$ cat config.mk
export PLATFORM = sky130hd
export DESIGN_NAME = connected_edge_removal_flat
export DESIGN_NICKNAME = d
export VERILOG_FILES = /design/src/design/cer_pkg.sv /design/src/design/cer_req_if.sv /design/src/design/cer_rsp_if.sv /design/src/design/cer_adj_mem.sv /design/src/design/connected_edge_removal.sv /design/src/flat_wrapper.sv
export SDC_FILE = /design/constraint.sdc
export NUM_CORES = 2
export LEC_CHECK = 0
export BUFFER_PORTS_ARGS = -buffer_cell sky130_fd_sc_hd__buf_2
export CAP_MARGIN = 40
export CORE_ASPECT_RATIO = 0.5
export CORE_MARGIN = 4
export CORE_UTILIZATION = 30
export DETAILED_ROUTE_END_ITERATION = 10
export GPL_TIMING_DRIVEN = 0
export HOLD_SLACK_MARGIN = 0.1
export PLACE_DENSITY_LB_ADDON = 0.15
export SYNTH_ARGS = -nofsm -noshare
export SYNTH_HDL_FRONTEND = slang
export SYNTH_SLANG_ARGS = --single-unit
export TNS_END_PERCENT = 1
$ cat constraint.sdc
create_clock -name clock -period 6.7 [get_ports clock]
set_input_delay 0.335 -clock clock [delete_from_list [all_inputs] [get_ports clock]]
set_output_delay 0.335 -clock clock [all_outputs]
set_load 0.005 [all_outputs]
$ cat src/design/cer_pkg.sv
// Shared types and constants for the connected edge removal block.
// No dependencies; every other design file imports this package.
package cer_pkg;

   localparam int unsigned MAX_NODES_DEF = 32;   // built matrix size
   localparam int unsigned NODE_W        = 6;    // endpoint and node count field width
   localparam int unsigned COUNT_W       = 10;   // edge count field width
   localparam int unsigned STATUS_W      = 2;
   localparam logic [NODE_W-1:0] NODE_COUNT_RESET = 6'd32;

   localparam logic CMD_ADD    = 1'b0;
   localparam logic CMD_REMOVE = 1'b1;

   typedef enum logic [STATUS_W-1:0] {
      STATUS_DONE       = 2'd0,
      STATUS_RANGE      = 2'd1,
      STATUS_DISCONNECT = 2'd2,
      STATUS_NO_EDGE    = 2'd3
   } status_type;

   typedef enum logic [2:0] {
      ST_IDLE,
      ST_RD_A,
      ST_RD_B,
      ST_CHECK,
      ST_WALK,
      ST_WR_A,
      ST_WR_B,
      ST_RESP
   } state_type;

endpackage

$ cat src/design/cer_req_if.sv
// Request channel of the connected edge removal block: valid/ready plus payload.
// Depends on cer_pkg for field widths.
interface cer_req_if import cer_pkg::*; ();
   logic              valid;
   logic              ready;
   logic              cmd;
   logic [NODE_W-1:0] from_node;
   logic [NODE_W-1:0] to_node;

   modport source (output valid, cmd, from_node, to_node, input ready);
   modport sink   (input valid, cmd, from_node, to_node, output ready);
endinterface

$ cat src/design/cer_rsp_if.sv
// Response channel of the connected edge removal block: valid/ready plus payload.
// Depends on cer_pkg for field widths.
interface cer_rsp_if import cer_pkg::*; ();
   logic                valid;
   logic                ready;
   logic [STATUS_W-1:0] status;
   logic [COUNT_W-1:0]  edge_count;

   modport source (output valid, status, edge_count, input ready);
   modport sink   (input valid, status, edge_count, output ready);
endinterface

$ cat src/design/cer_adj_mem.sv
// Adjacency matrix storage: one row per node, one write and one read port.
// Per-row valid bits make unwritten rows read as zero. Depends on cer_pkg.
module cer_adj_mem import cer_pkg::*; #(
   parameter int unsigned MAX_NODES = MAX_NODES_DEF,
   localparam int unsigned IDX_W    = $clog2(MAX_NODES)
) (
   input  logic                 clock,
   input  logic                 reset,
   input  logic                 rd_en,
   input  logic [IDX_W-1:0]     rd_addr,
   output logic [MAX_NODES-1:0] rd_row,
   input  logic                 wr_en,
   input  logic [IDX_W-1:0]     wr_addr,
   input  logic [MAX_NODES-1:0] wr_row
);

   logic [MAX_NODES-1:0] mem_array [MAX_NODES];
   logic [MAX_NODES-1:0] row_valid_ff;
   logic [MAX_NODES-1:0] rd_data_ff;
   logic                 rd_hit_ff;

   always_ff @(posedge clock) begin
      if (wr_en) begin
         mem_array[wr_addr] <= wr_row;
      end
   end

   always_ff @(posedge clock) begin
      if (reset) begin
         row_valid_ff <= '0;
      end else if (wr_en) begin
         row_valid_ff[wr_addr] <= 1'b1;
      end
   end

   always_ff @(posedge clock) begin
      if (rd_en) begin
         rd_data_ff <= mem_array[rd_addr];
         rd_hit_ff  <= row_valid_ff[rd_addr];
      end
   end

   // Rows never written since reset read as empty.
   assign rd_row = rd_hit_ff ? rd_data_ff : '0;

endmodule

$ cat src/design/connected_edge_removal.sv
// Connected edge removal: undirected adjacency matrix with connectivity-guarded removal.
// An out-of-range request is answered without touching the matrix; otherwise both endpoint
// rows are read, and a remove of a present edge then walks the graph from node 1, reading one row
// per node reached; a refused removal skips both writes.
// One request in flight at a time; the next is taken once the response register is loaded.
// Reset (synchronous, active high) empties the matrix at once through per-row valid bits,
// zeroes the edge count and sets node_count to 32; no clearing pass is needed.
module connected_edge_removal import cer_pkg::*; #(
   parameter int unsigned MAX_NODES = MAX_NODES_DEF
) (
   input  logic              clock,
   input  logic              reset,
   cer_req_if.sink           req,
   cer_rsp_if.source         rsp,
   input  logic              csr_wr_en,
   input  logic [NODE_W-1:0] csr_wr_data
);

   localparam int unsigned IDX_W = $clog2(MAX_NODES);
   localparam int unsigned CMP_W = NODE_W + 1;   // room for MAX_NODES itself
   localparam logic [MAX_NODES-1:0] ONE_ROW = {{(MAX_NODES-1){1'b0}}, 1'b1};

   // ---------------------------------------------------------------------------------
   // Registers
   // ---------------------------------------------------------------------------------
   state_type            state_ff, state_in;
   logic [NODE_W-1:0]    node_count_ff;
   logic [COUNT_W-1:0]   edge_total_ff, edge_total_in;
   logic                 cmd_ff, cmd_in;
   logic [IDX_W-1:0]     a_ff, a_in, b_ff, b_in;
   logic [MAX_NODES-1:0] row_a_ff, row_a_in, row_b_ff, row_b_in;
   logic [MAX_NODES-1:0] visited_ff, visited_in;
   logic [MAX_NODES-1:0] pending_ff, pending_in;
   logic                 inflight_ff, inflight_in;
   logic [IDX_W-1:0]     walk_node_ff, walk_node_in;
   status_type           status_ff, status_in;
   logic                 rsp_valid_ff, rsp_valid_in;
   status_type           rsp_status_ff, rsp_status_in;
   logic [COUNT_W-1:0]   rsp_count_ff, rsp_count_in;

   // Memory port
   logic                 mem_rd_en;
   logic [IDX_W-1:0]     mem_rd_addr;
   logic [MAX_NODES-1:0] mem_rd_row;
   logic                 mem_wr_en;
   logic [IDX_W-1:0]     mem_wr_addr;
   logic [MAX_NODES-1:0] mem_wr_row;

   cer_adj_mem #(
      .MAX_NODES (MAX_NODES)
   ) u_adj_mem (
      .clock   (clock),
      .reset   (reset),
      .rd_en   (mem_rd_en),
      .rd_addr (mem_rd_addr),
      .rd_row  (mem_rd_row),
      .wr_en   (mem_wr_en),
      .wr_addr (mem_wr_addr),
      .wr_row  (mem_wr_row)
   );

   // ---------------------------------------------------------------------------------
   // Request decode
   // ---------------------------------------------------------------------------------
   logic [CMP_W-1:0]     node_count_ext;
   logic [CMP_W-1:0]     n_eff;
   logic [MAX_NODES-1:0] lim_mask;
   logic                 req_accept;
   logic                 in_range;

   // A node count above the built size acts as the built size.
   assign node_count_ext = {1'b0, node_count_ff};
   assign n_eff = (node_count_ext > CMP_W'(MAX_NODES)) ? CMP_W'(MAX_NODES) : node_count_ext;

   // Nodes taking part in the walk: those below the effective count.
   always_comb begin
      for (int i = 0; i < MAX_NODES; i++) begin
         lim_mask[i] = (CMP_W'(i) < n_eff);
      end
   end

   assign req.ready  = (state_ff == ST_IDLE);
   assign req_accept = req.valid && req.ready;

   // Endpoints are 1-based; zero or anything above the effective count is refused.
   assign in_range = (req.from_node != '0) && (req.to_node != '0) &&
                     ({1'b0, req.from_node} <= n_eff) && ({1'b0, req.to_node} <= n_eff);

   // ---------------------------------------------------------------------------------
   // Edge test and walk datapath
   // ---------------------------------------------------------------------------------
   logic [MAX_NODES-1:0] bit_a, bit_b;
   logic                 has_edge;
   logic [MAX_NODES-1:0] walk_excl;
   logic [MAX_NODES-1:0] walk_new;
   logic                 pick_have;
   logic [IDX_W-1:0]     pick_idx;
   logic [MAX_NODES-1:0] pick_bit;
   logic                 walk_done;
   logic                 connected;
   logic                 rsp_free;

   assign bit_a    = ONE_ROW << a_ff;
   assign bit_b    = ONE_ROW << b_ff;
   assign has_edge = row_a_ff[b_ff];

   // The walk sees the graph with the candidate edge taken out, so the matrix
   // is only written once the removal is known to keep the graph connected.
   assign walk_excl = ((walk_node_ff == a_ff) ? bit_b : '0) |
                      ((walk_node_ff == b_ff) ? bit_a : '0);
   assign walk_new  = inflight_ff ? (mem_rd_row & lim_mask & ~visited_ff & ~walk_excl) : '0;

   // Expand the lowest pending node next; visit order does not change the reach.
   always_comb begin
      pick_idx = '0;
      for (int i = MAX_NODES - 1; i >= 0; i--) begin
         if (pending_ff[i]) begin
            pick_idx = IDX_W'(i);
         end
      end
   end

   assign pick_have = |pending_ff;
   assign pick_bit  = ONE_ROW << pick_idx;
   assign walk_done = !pick_have && !inflight_ff;
   assign connected = &(visited_ff | ~lim_mask);
   assign rsp_free  = !rsp_valid_ff || rsp.ready;

   // ---------------------------------------------------------------------------------
   // Next state
   // ---------------------------------------------------------------------------------
   always_comb begin
      state_in = state_ff;
      case (state_ff)
         ST_IDLE: begin
            if (req_accept) begin
               state_in = in_range ? ST_RD_A : ST_RESP;
            end
         end
         ST_RD_A:  state_in = ST_RD_B;
         ST_RD_B:  state_in = ST_CHECK;
         ST_CHECK: begin
            if (cmd_ff == CMD_ADD) begin
               state_in = has_edge ? ST_RESP : ST_WR_A;
            end else begin
               state_in = has_edge ? ST_WALK : ST_RESP;
            end
         end
         ST_WALK: begin
            if (walk_done) begin
               state_in = connected ? ST_WR_A : ST_RESP;
            end
         end
         ST_WR_A:  state_in = ST_WR_B;
         ST_WR_B:  state_in = ST_RESP;
         ST_RESP: begin
            if (rsp_free) begin
               state_in = ST_IDLE;
            end
         end
         default:  state_in = ST_IDLE;
      endcase
   end

   // ---------------------------------------------------------------------------------
   // Datapath control and register next values
   // ---------------------------------------------------------------------------------
   always_comb begin
      // hold by default
      cmd_in        = cmd_ff;
      a_in          = a_ff;
      b_in          = b_ff;
      row_a_in      = row_a_ff;
      row_b_in      = row_b_ff;
      visited_in    = visited_ff;
      pending_in    = pending_ff;
      inflight_in   = 1'b0;
      walk_node_in  = walk_node_ff;
      status_in     = status_ff;
      edge_total_in = edge_total_ff;
      rsp_valid_in  = rsp_valid_ff && !rsp.ready;
      rsp_status_in = rsp_status_ff;
      rsp_count_in  = rsp_count_ff;
      mem_rd_en     = 1'b0;
      mem_rd_addr   = a_ff;
      mem_wr_en     = 1'b0;
      mem_wr_addr   = a_ff;
      mem_wr_row    = row_a_ff;

      case (state_ff)
         ST_IDLE: begin
            if (req_accept) begin
               cmd_in    = req.cmd;
               a_in      = IDX_W'(req.from_node - NODE_W'(1));
               b_in      = IDX_W'(req.to_node - NODE_W'(1));
               status_in = in_range ? STATUS_DONE : STATUS_RANGE;
            end
         end
         ST_RD_A: begin
            mem_rd_en   = 1'b1;
            mem_rd_addr = a_ff;
         end
         ST_RD_B: begin
            mem_rd_en   = 1'b1;
            mem_rd_addr = b_ff;
            row_a_in    = mem_rd_row;
         end
         ST_CHECK: begin
            row_b_in = mem_rd_row;
            if (cmd_ff == CMD_REMOVE) begin
               if (!has_edge) begin
                  status_in = STATUS_NO_EDGE;
               end else begin
                  // seed the walk at node 1
                  visited_in = ONE_ROW;
                  pending_in = ONE_ROW;
               end
            end
         end
         ST_WALK: begin
            // merge the row that came back, issue the next pending row
            visited_in = visited_ff | walk_new;
            pending_in = (pending_ff & ~(pick_have ? pick_bit : '0)) | walk_new;
            mem_rd_en   = pick_have;
            mem_rd_addr = pick_idx;
            inflight_in = pick_have;
            if (pick_have) begin
               walk_node_in = pick_idx;
            end
            if (walk_done && !connected) begin
               status_in = STATUS_DISCONNECT;
            end
         end
         ST_WR_A: begin
            mem_wr_en   = 1'b1;
            mem_wr_addr = a_ff;
            mem_wr_row  = (cmd_ff == CMD_ADD) ? (row_a_ff | bit_b) : (row_a_ff & ~bit_b);
         end
         ST_WR_B: begin
            // on a self loop this rewrites the same row with the same bit
            mem_wr_en     = 1'b1;
            mem_wr_addr   = b_ff;
            mem_wr_row    = (cmd_ff == CMD_ADD) ? (row_b_ff | bit_a) : (row_b_ff & ~bit_a);
            edge_total_in = (cmd_ff == CMD_ADD) ? (edge_total_ff + COUNT_W'(1))
                                                : (edge_total_ff - COUNT_W'(1));
         end
         ST_RESP: begin
            if (rsp_free) begin
               rsp_valid_in  = 1'b1;
               rsp_status_in = status_ff;
               rsp_count_in  = edge_total_ff;
            end
         end
         default: begin
            mem_rd_en = 1'b0;
         end
      endcase
   end

   // ---------------------------------------------------------------------------------
   // Registers
   // ---------------------------------------------------------------------------------
   always_ff @(posedge clock) begin
      if (reset) begin
         state_ff      <= ST_IDLE;
         node_count_ff <= NODE_COUNT_RESET;
         edge_total_ff <= '0;
         visited_ff    <= '0;
         pending_ff    <= '0;
         inflight_ff   <= 1'b0;
         rsp_valid_ff  <= 1'b0;
      end else begin
         state_ff      <= state_in;
         edge_total_ff <= edge_total_in;
         visited_ff    <= visited_in;
         pending_ff    <= pending_in;
         inflight_ff   <= inflight_in;
         rsp_valid_ff  <= rsp_valid_in;
         if (csr_wr_en) begin
            node_count_ff <= csr_wr_data;
         end
      end
   end

   always_ff @(posedge clock) begin
      cmd_ff        <= cmd_in;
      a_ff          <= a_in;
      b_ff          <= b_in;
      row_a_ff      <= row_a_in;
      row_b_ff      <= row_b_in;
      walk_node_ff  <= walk_node_in;
      status_ff     <= status_in;
      rsp_status_ff <= rsp_status_in;
      rsp_count_ff  <= rsp_count_in;
   end

   assign rsp.valid      = rsp_valid_ff;
   assign rsp.status     = rsp_status_ff;
   assign rsp.edge_count = rsp_count_ff;

   // ---------------------------------------------------------------------------------
   // Assertions
   // ---------------------------------------------------------------------------------
   // The walk only reads; the matrix changes in the two write states alone.
   a_walk_no_write: assert property (@(posedge clock) disable iff (reset)
      (state_ff == ST_WALK) |-> !mem_wr_en)
      else $error("matrix written during connectivity walk");

   // The edge count moves only when the second row of an edge is written.
   a_count_stable: assert property (@(posedge clock) disable iff (reset)
      (state_ff != ST_WR_B) |=> $stable(edge_total_ff))
      else $error("edge count changed outside a committed write");

   // The start node stays reached throughout a walk.
   a_walk_seed: assert property (@(posedge clock) disable iff (reset)
      (state_ff == ST_WALK) |-> visited_ff[0])
      else $error("walk lost its start node");

   // A new response is loaded only from the response state.
   a_rsp_origin: assert property (@(posedge clock) disable iff (reset)
      $rose(rsp_valid_ff) |-> ($past(state_ff) == ST_RESP))
      else $error("response raised outside the response state");

endmodule

$ cat src/flat_wrapper.sv
// flat-port wrapper written by rule: the top's interface ports become plain ports
module connected_edge_removal_flat import cer_pkg::*;
#(
   parameter int unsigned MAX_NODES = MAX_NODES_DEF
)
  (clock, reset, csr_wr_en, csr_wr_data, req_valid, req_cmd, req_from_node, req_to_node, req_ready, rsp_valid, rsp_status, rsp_edge_count, rsp_ready);
  cer_req_if req_i ();
  cer_rsp_if rsp_i ();
  input  logic clock;
  input  logic reset;
  input  logic csr_wr_en;
  input  logic [NODE_W-1:0] csr_wr_data;
  input wire logic [$bits(req_i.valid)-1:0] req_valid;
  input wire logic [$bits(req_i.cmd)-1:0] req_cmd;
  input wire logic [$bits(req_i.from_node)-1:0] req_from_node;
  input wire logic [$bits(req_i.to_node)-1:0] req_to_node;
  output wire logic [$bits(req_i.ready)-1:0] req_ready;
  output wire logic [$bits(rsp_i.valid)-1:0] rsp_valid;
  output wire logic [$bits(rsp_i.status)-1:0] rsp_status;
  output wire logic [$bits(rsp_i.edge_count)-1:0] rsp_edge_count;
  input wire logic [$bits(rsp_i.ready)-1:0] rsp_ready;
  assign req_i.valid = req_valid;
  assign req_i.cmd = req_cmd;
  assign req_i.from_node = req_from_node;
  assign req_i.to_node = req_to_node;
  assign req_ready = req_i.ready;
  assign rsp_valid = rsp_i.valid;
  assign rsp_status = rsp_i.status;
  assign rsp_edge_count = rsp_i.edge_count;
  assign rsp_i.ready = rsp_ready;
  connected_edge_removal #(.MAX_NODES(MAX_NODES)) u_core (.clock(clock), .reset(reset), .req(req_i), .rsp(rsp_i), .csr_wr_en(csr_wr_en), .csr_wr_data(csr_wr_data));
endmodule
* Yosys cells after proc, flatten, opt, wreduce, memory -nomap -nowiden *
Memory sizes are Yosys's and may differ from the RTL's. A register that Yosys moved wholly into a read port is not among the register bits.
Cells that the tools add are included.

operators by class
  $lt $le $gt $ge = 39
  add/sub/neg operators = 4
  bitwise logic cells = 20
  equality and inequality tests = 16
  divide/modulo/power cells = 0
  reduce and logical (&&, ||, !) cells = 30
  muxes and demuxes = 75
  multiply operators = 0
  shift-type cells = 3

operators with widths
  operator                 number
  $mux W32                 9
  $or A32 B32 Y32          7
  $and A32 B32 Y32         6
  $not A32 Y32             6
  $pmux W32 S2             3
  $mux W5                  33
  $lt A5 B7 Y1 const A     16
  $shl A1 B5 Y32 const A   3
  $lt A4 B7 Y1 const A     8
  $reduce_and A32 Y1       1
  $reduce_or A32 Y1        1
  $lt A3 B7 Y1 const A     4
  $pmux W3 S8              1
  $lt A5 B6 Y1 const B     3
  $mux W3                  5
  $lt A1 B7 Y1 const A     2
  $lt A2 B7 Y1 const A     2
  $mux W2                  7
  $eq A3 B3 Y1 const B     4
  $le A6 B6 Y1             2
  $reduce_bool A6 Y1       2
  $add A10 B1 Y10 const B  1
  $bmux W1 S5              2
  $eq A5 B5 Y1             2
  other kinds (26)         57

storage, ports and cells
  input port bits = 24
  register bits after elaboration = 212
  bits in latches = 0
  bits in writable memories = 1,024
  memory bits (read-only) = 0
  memories kept = 1
  output and inout port bits = 14

memories
  memory                      words  bits a word  read ports  clocked after Yosys merged registers in  wr ports  RTL line           source
  u_core.u_adj_mem.mem_array  32     32           1           1                                        1         cer_adj_mem.sv:17  logic [MAX_NODES-1:0] mem_array [MAX_NODES];

* Longest topological paths before layout *
  depth in word-level cells = 38
  gate-level depth with buffers = 15
  gate-level depth less buffers = 13

* Modules after synthesis *
A second synthesis with hierarchy kept.

second synthesis, totals
  cell total of the unflattened synthesis = 3,733
  area total of the unflattened synthesis = 53,162.2 um2

modules (own cells, without submodules)
  module                  area an instance (um2)  instances  cells an instance  seq. area each (um2)
  cer_adj_mem             42,281.8                1          2,435              32,381.1
  connected_edge_removal  10,880.4                1          1,298              4,524.3

* Worst setup path before layout *
No wires, ideal clock.

  kind = register -> register
  from = reg u_core.state_ff[2]
  to = mem u_core.u_adj_mem.mem_array[0][14] (netlist bit) (data pin)
  period minus slack after synthesis = 3,553 ps
  slack = 3,147 ps
  required time = 6,246 ps
  arrival = 3,099 ps
  path buffers = 5
  library setup time = 454 ps
  stages on the path, launching flop included = 10
  cell sequence = dfxtp_1 > buf_2 > clkbuf_1 > nand2_1 > or2_2 > clkbuf_1 > clkbuf_1 > buf_1 > o22a_1 > o21ai_0

on the way
  longest elaborated chain between the ends = 2
  elaborated cells on any way between the ends = 3
  those cells by class = eq/ne (2); mux (1)

ends and longest elaborated chain
  item                             RTL line                       source
  start: declaration               connected_edge_removal.sv:26   state_type state_ff, state_in;
  start signal: assignment         connected_edge_removal.sv:273  state_ff <= state_in;
  $eq A3 B3 Y1                     connected_edge_removal.sv:190  case (state_ff)
  $pmux W32 S2 (*)                 connected_edge_removal.sv:190
  named net u_core.mem_wr_row[14]  connected_edge_removal.sv:47   logic [MAX_NODES-1:0] mem_wr_row;
  end: declaration                 cer_adj_mem.sv:17

The timed path passes the listed nets; every way through them passes the cells marked *.

* Final worst setup path *
  from = reg u_core.pending_ff[6]
  to = reg u_core.u_adj_mem.rd_data_ff[24] (read register of u_core.u_adj_mem.mem_array) (data pin)

on the way
  longest elaborated chain between the ends = 8
  elaborated cells on any way between the ends = 10
  those cells by class = mux (9); reduce/logical (1)

ends and longest elaborated chain
  item                          RTL line                       source
  start: declaration            connected_edge_removal.sv:33   logic [MAX_NODES-1:0] pending_ff, pending_in;
  start signal: assignment      connected_edge_removal.sv:276  pending_ff <= pending_in;
  $mux W5 (7 in series)         connected_edge_removal.sv:117  if (pending_ff[i]) begin
  named net u_core.pick_idx[1]  connected_edge_removal.sv:97   logic [IDX_W-1:0] pick_idx;
  $pmux W5 S2                   connected_edge_removal.sv:190
  end: declaration              cer_adj_mem.sv:19              logic [MAX_NODES-1:0] rd_data_ff;

The timed path passes the listed nets, and every way through them passes these cells.
A chain may end at the register's enable or synchronous reset.

==> results.cfg <==
[yosys]
ys.flop_type = edfxtp_1
yosys_warnings = 0
synth_nets = 3780
synth_edf_count = 1151
syn_area_um2 = 52300
synthAdderAreaFrac = 0.00674
synth_top_area_share = 0.660
seq_area_frac_synth = 0.705
async_flop_share = 0
synthMuxAreaShare = 0.0546
ys_seq_elements = 1268
syn_area_per_cell_um2 = 14.0
synth_compound_area_frac = 0.122
synthCells = 3730
synthTopCellsByArea = edfxtp_1, dfxtp_1, mux2_2
synthXorXnorAreaFrac = 0.00418
yosysUniqueCellTypes = 81
synth_top_area_cell = edfxtp_1
synth_top_family_by_area = compound AO/OA/AOI/OAI gates
synth-simple-area-share = 0.0788

[place]
portBuffers = 36
pre_cts_slack_ps = 512
dp.final_hpwl_um = 142000
globalplace.congestion = 0.943

[global_route]
antenna_found_initial = 8
grt_usage = 0.208
grt_pass1_wl_um = 266000
grt_max_degree = 34
grt_pass1_vias = 33700
grt-ovfl-total = 0

[detailed_routing]
drt-initial-drc-count = 3717
firstDrtPassIters = 6
final_antenna_net_count = 0
vias = 34300
routed_wl_um = 192000
drt-vias-per-instance = 5.29
wl_per_cell_um = 29.6
drc = 0

[worst_setup_path]
r2r-start = u_core.pending_ff[6]$_SDFFE_PP0P_
critical_path.endpoint = u_core.u_adj_mem.rd_data_ff[24]$_DFFE_PP_
critPathMaxFanout = 10
end_kind = flip-flop
crit_required_ps = 7090
crit_start = u_core.pending_ff[6]$_SDFFE_PP0P_
start_kind = flip-flop
critPathKind = reg -> reg
r2r_end = u_core.u_adj_mem.rd_data_ff[24]$_DFFE_PP_
reg2reg_depth = 13
arrival_ps = 6700
rrSetupSlack_ps = 390

[timing]
fin_crit_sh = 0.942
hold_violations = 0
finalSetupViolCount = 0
max_freq_mhz = 158
fin_skew_ps = 45.2
post-route-min-period_ps = 6310
postLayoutSetupSlackWorst_ps = 390
slew_headroom = 0.291
worst_pin_slew_ps = 1060
grt_setup_unrepaired = no
maxSlewViolCount = 0

[floorplan]
core-area_um2 = 173000
dieArea_um2 = 182000
dieWidth_um = 599
rows = 108
start_util = 0.302
die_h_um = 303
ioPinCount = 38

[clock_network]
cts.sinks = 1268
clock_path_buffers = 3
cts_buffers = 120
ctsResizeCount = 0
post-cts-setup-buffers = 0
htreeDepth = 3
clk_latency_ps = 770
path_clk_slew_ps = 60
ctsHoldBuffers = 30
cts_root_buf = clkbuf_16
tritoncts = yes

[cells_and_area]
fin_util = 0.359
multi_input_area_um2 = 14500
syn2layout_area_growth_pct = 19.1
final-seq-area_um2 = 36900
fill_cells = 16700
drive_gt1_frac = 0.168
nets = 4121

[worst_hold_path]
min_from = reset
min_path_type = in -> reg

[pwr]
power.total_uw = 25800
max-vdd-ir-drop_mv = 0.224
power_density_nw_per_um2 = 413
p_leak_uw = 0.0206

[run]
maxCapViolCount = 0

[status]
status = completed
==> layout by cell type, fill, tap and decap left out, types with 31 or more instances in the layout <==
| cell | netlist | layout |
|---|---|---|
| edfxtp_1 | 1151 | 1151 |
| nand2_1 | 303 | 302 |
| nor2_1 | 261 | 229 |
| a221oi_1 | 195 | 195 |
| mux2_2 | 191 | 191 |
| a21oi_1 | 188 | 188 |
| clkbuf_1 | 161 | 187 |
| inv_1 | 137 | 136 |
| nand3_1 | 132 | 132 |
| clkbuf_16 | 0 | 124 |
| o21ai_0 | 145 | 121 |
| dfxtp_1 | 117 | 117 |
| buf_2 | 35 | 97 |
| a21o_1 | 67 | 67 |
| mux2i_1 | 48 | 48 |
| nor4_1 | 47 | 45 |
| buf_12 | 0 | 45 |
| and2_1 | 41 | 40 |
| a22o_1 | 36 | 36 |
| a221o_1 | 35 | 35 |
| buf_8 | 0 | 34 |
| nor2_4 | 1 | 33 |
| a2111o_1 | 31 | 31 |
| o31a_1 | 31 | 31 |
==> cell families (layout without fill, tap and decap cells) <==
group	after synthesis	after routing
AOI/OAI and AO/OA	888	888
xor gates and xnor gates	25	25
adders and majority gates	28	28
buffers and inverters	368	809
DFF	1268	1268
muxes	249	249
other	0	6
and+or+nand+nor	904	904
==> final cells by class <==
class / instances / area share
repair buffers: 219 / 0.0449
plain buffers: 231 / 0.0155
multi-input cells: 2094 / 0.232
clock buffers: 160 / 0.0531
inverters: 137 / 0.00825
well taps: 2310 / 0.0464
diodes: 6 / 0.000241
clock inverters: 62 / 0.00751
flip-flops and latches: 1268 / 0.592
==> stage by stage <==
step | instances | area [um2] | setup TNS (ps) | hold slack, ps
floorplan | 3730 | 52300 | 0 | 400
global placement | 6076 | 55400 | -113610 | 406
detailed placement | 6227 | 58200 | 0 | 409
CTS | 6479 | 62300 | 0 | 138
global route | 6481 | 62300 | 0 | 194
finish | 6487 | 62300 | 0 | 202
==> cells in the mapped netlist, types with 9 or more instances <==
master    number
buf_2         35
a2111o_1      31
nor2b_1       19
nand2_1      303
a21oi_1      188
xnor2_1       13
and2_1        41
a21o_1        67
o21a_1        10
nor2_1       261
a22oi_1       18
a221o_1       35
edfxtp_1    1151
and3_1        15
mux2_2       191
inv_1        137
or2_2         14
nand2b_1      15
a221oi_1     195
mux2i_1       48
a31oi_1       15
clkbuf_1     161
o21ai_0      145
nand3_1      132
xor2_1        12
nand4_1        9
a211oi_1      11
mux4_2        10
ha_1          25
a32oi_1       20
dfxtp_1      117
o22ai_1       14
nor3_1        16
nor4_1        47
o31a_1        31
buf_1         24
a22o_1        36
==> worst min path at each step <==
stage                                           end  slack, ps  depth (start not counted)
6_report         u_core.pending_ff[20]$_SDFFE_PP0P_        200                          4
5_1_grt        u_core.edge_total_ff[0]$_SDFFE_PP0P_        190                          3
2_1_floorplan        u_core.rsp.status[0]$_DFFE_PP_        400                          0
3_5_place_dp         u_core.rsp.status[1]$_DFFE_PP_        410                          0
4_1_cts        u_core.edge_total_ff[6]$_SDFFE_PP0P_        140                          3
3_3_place_gp         u_core.rsp.status[1]$_DFFE_PP_        410                          0
==> sequential cells by signal (all words and copies together), names as in the netlist <==
name,count
u_core.node_count_ff,6
u_core.rsp.status,2
u_core.inflight_ff,1
u_core.visited_ff,32
u_core.state_ff,3
u_core.status_ff,2
u_core.rsp.valid,1
u_core.b_ff,5
u_core.a_ff,5
u_core.pending_ff,32
u_core.rsp.edge_count,10
u_core.row_b_ff,32
u_core.u_adj_mem.rd_hit_ff,1
u_core.cmd_ff,1
u_core.edge_total_ff,10
u_core.u_adj_mem.row_valid_ff,32
u_core.walk_node_ff,5
u_core.row_a_ff,32
u_core.u_adj_mem.rd_data_ff,32
u_core.u_adj_mem.mem_array,1024
==> routing by layer <==
layer	wire, um	up-vias	track usage
li1	-	15200	-
met1	87800	17800	0.293
met2	87800	1122	0.334
met3	10700	238	0.0322
met4	5570	0	0.0585
met5	0	-	0
==> critical path, cell delays in order, from the launching register on <==
cell and delay (ps):
dfxtp_1 410, nor2_1 70, o31ai_1 590, a311o_1 300, nand3_2 270, inv_1 330, o21ai_1 310, buf_6 250
nor3_2 720, clkbuf_1 680, buf_1 680, a221oi_1 260, a22o_1 280, nor4_1 780
==> where the power goes <==
group,internal [uW],switching [uW]
clock network,3620,3070
registers,9870,126
logic,2590,6470
total,16100,9670
Note: power is estimated with default switching activity, not from simulation.
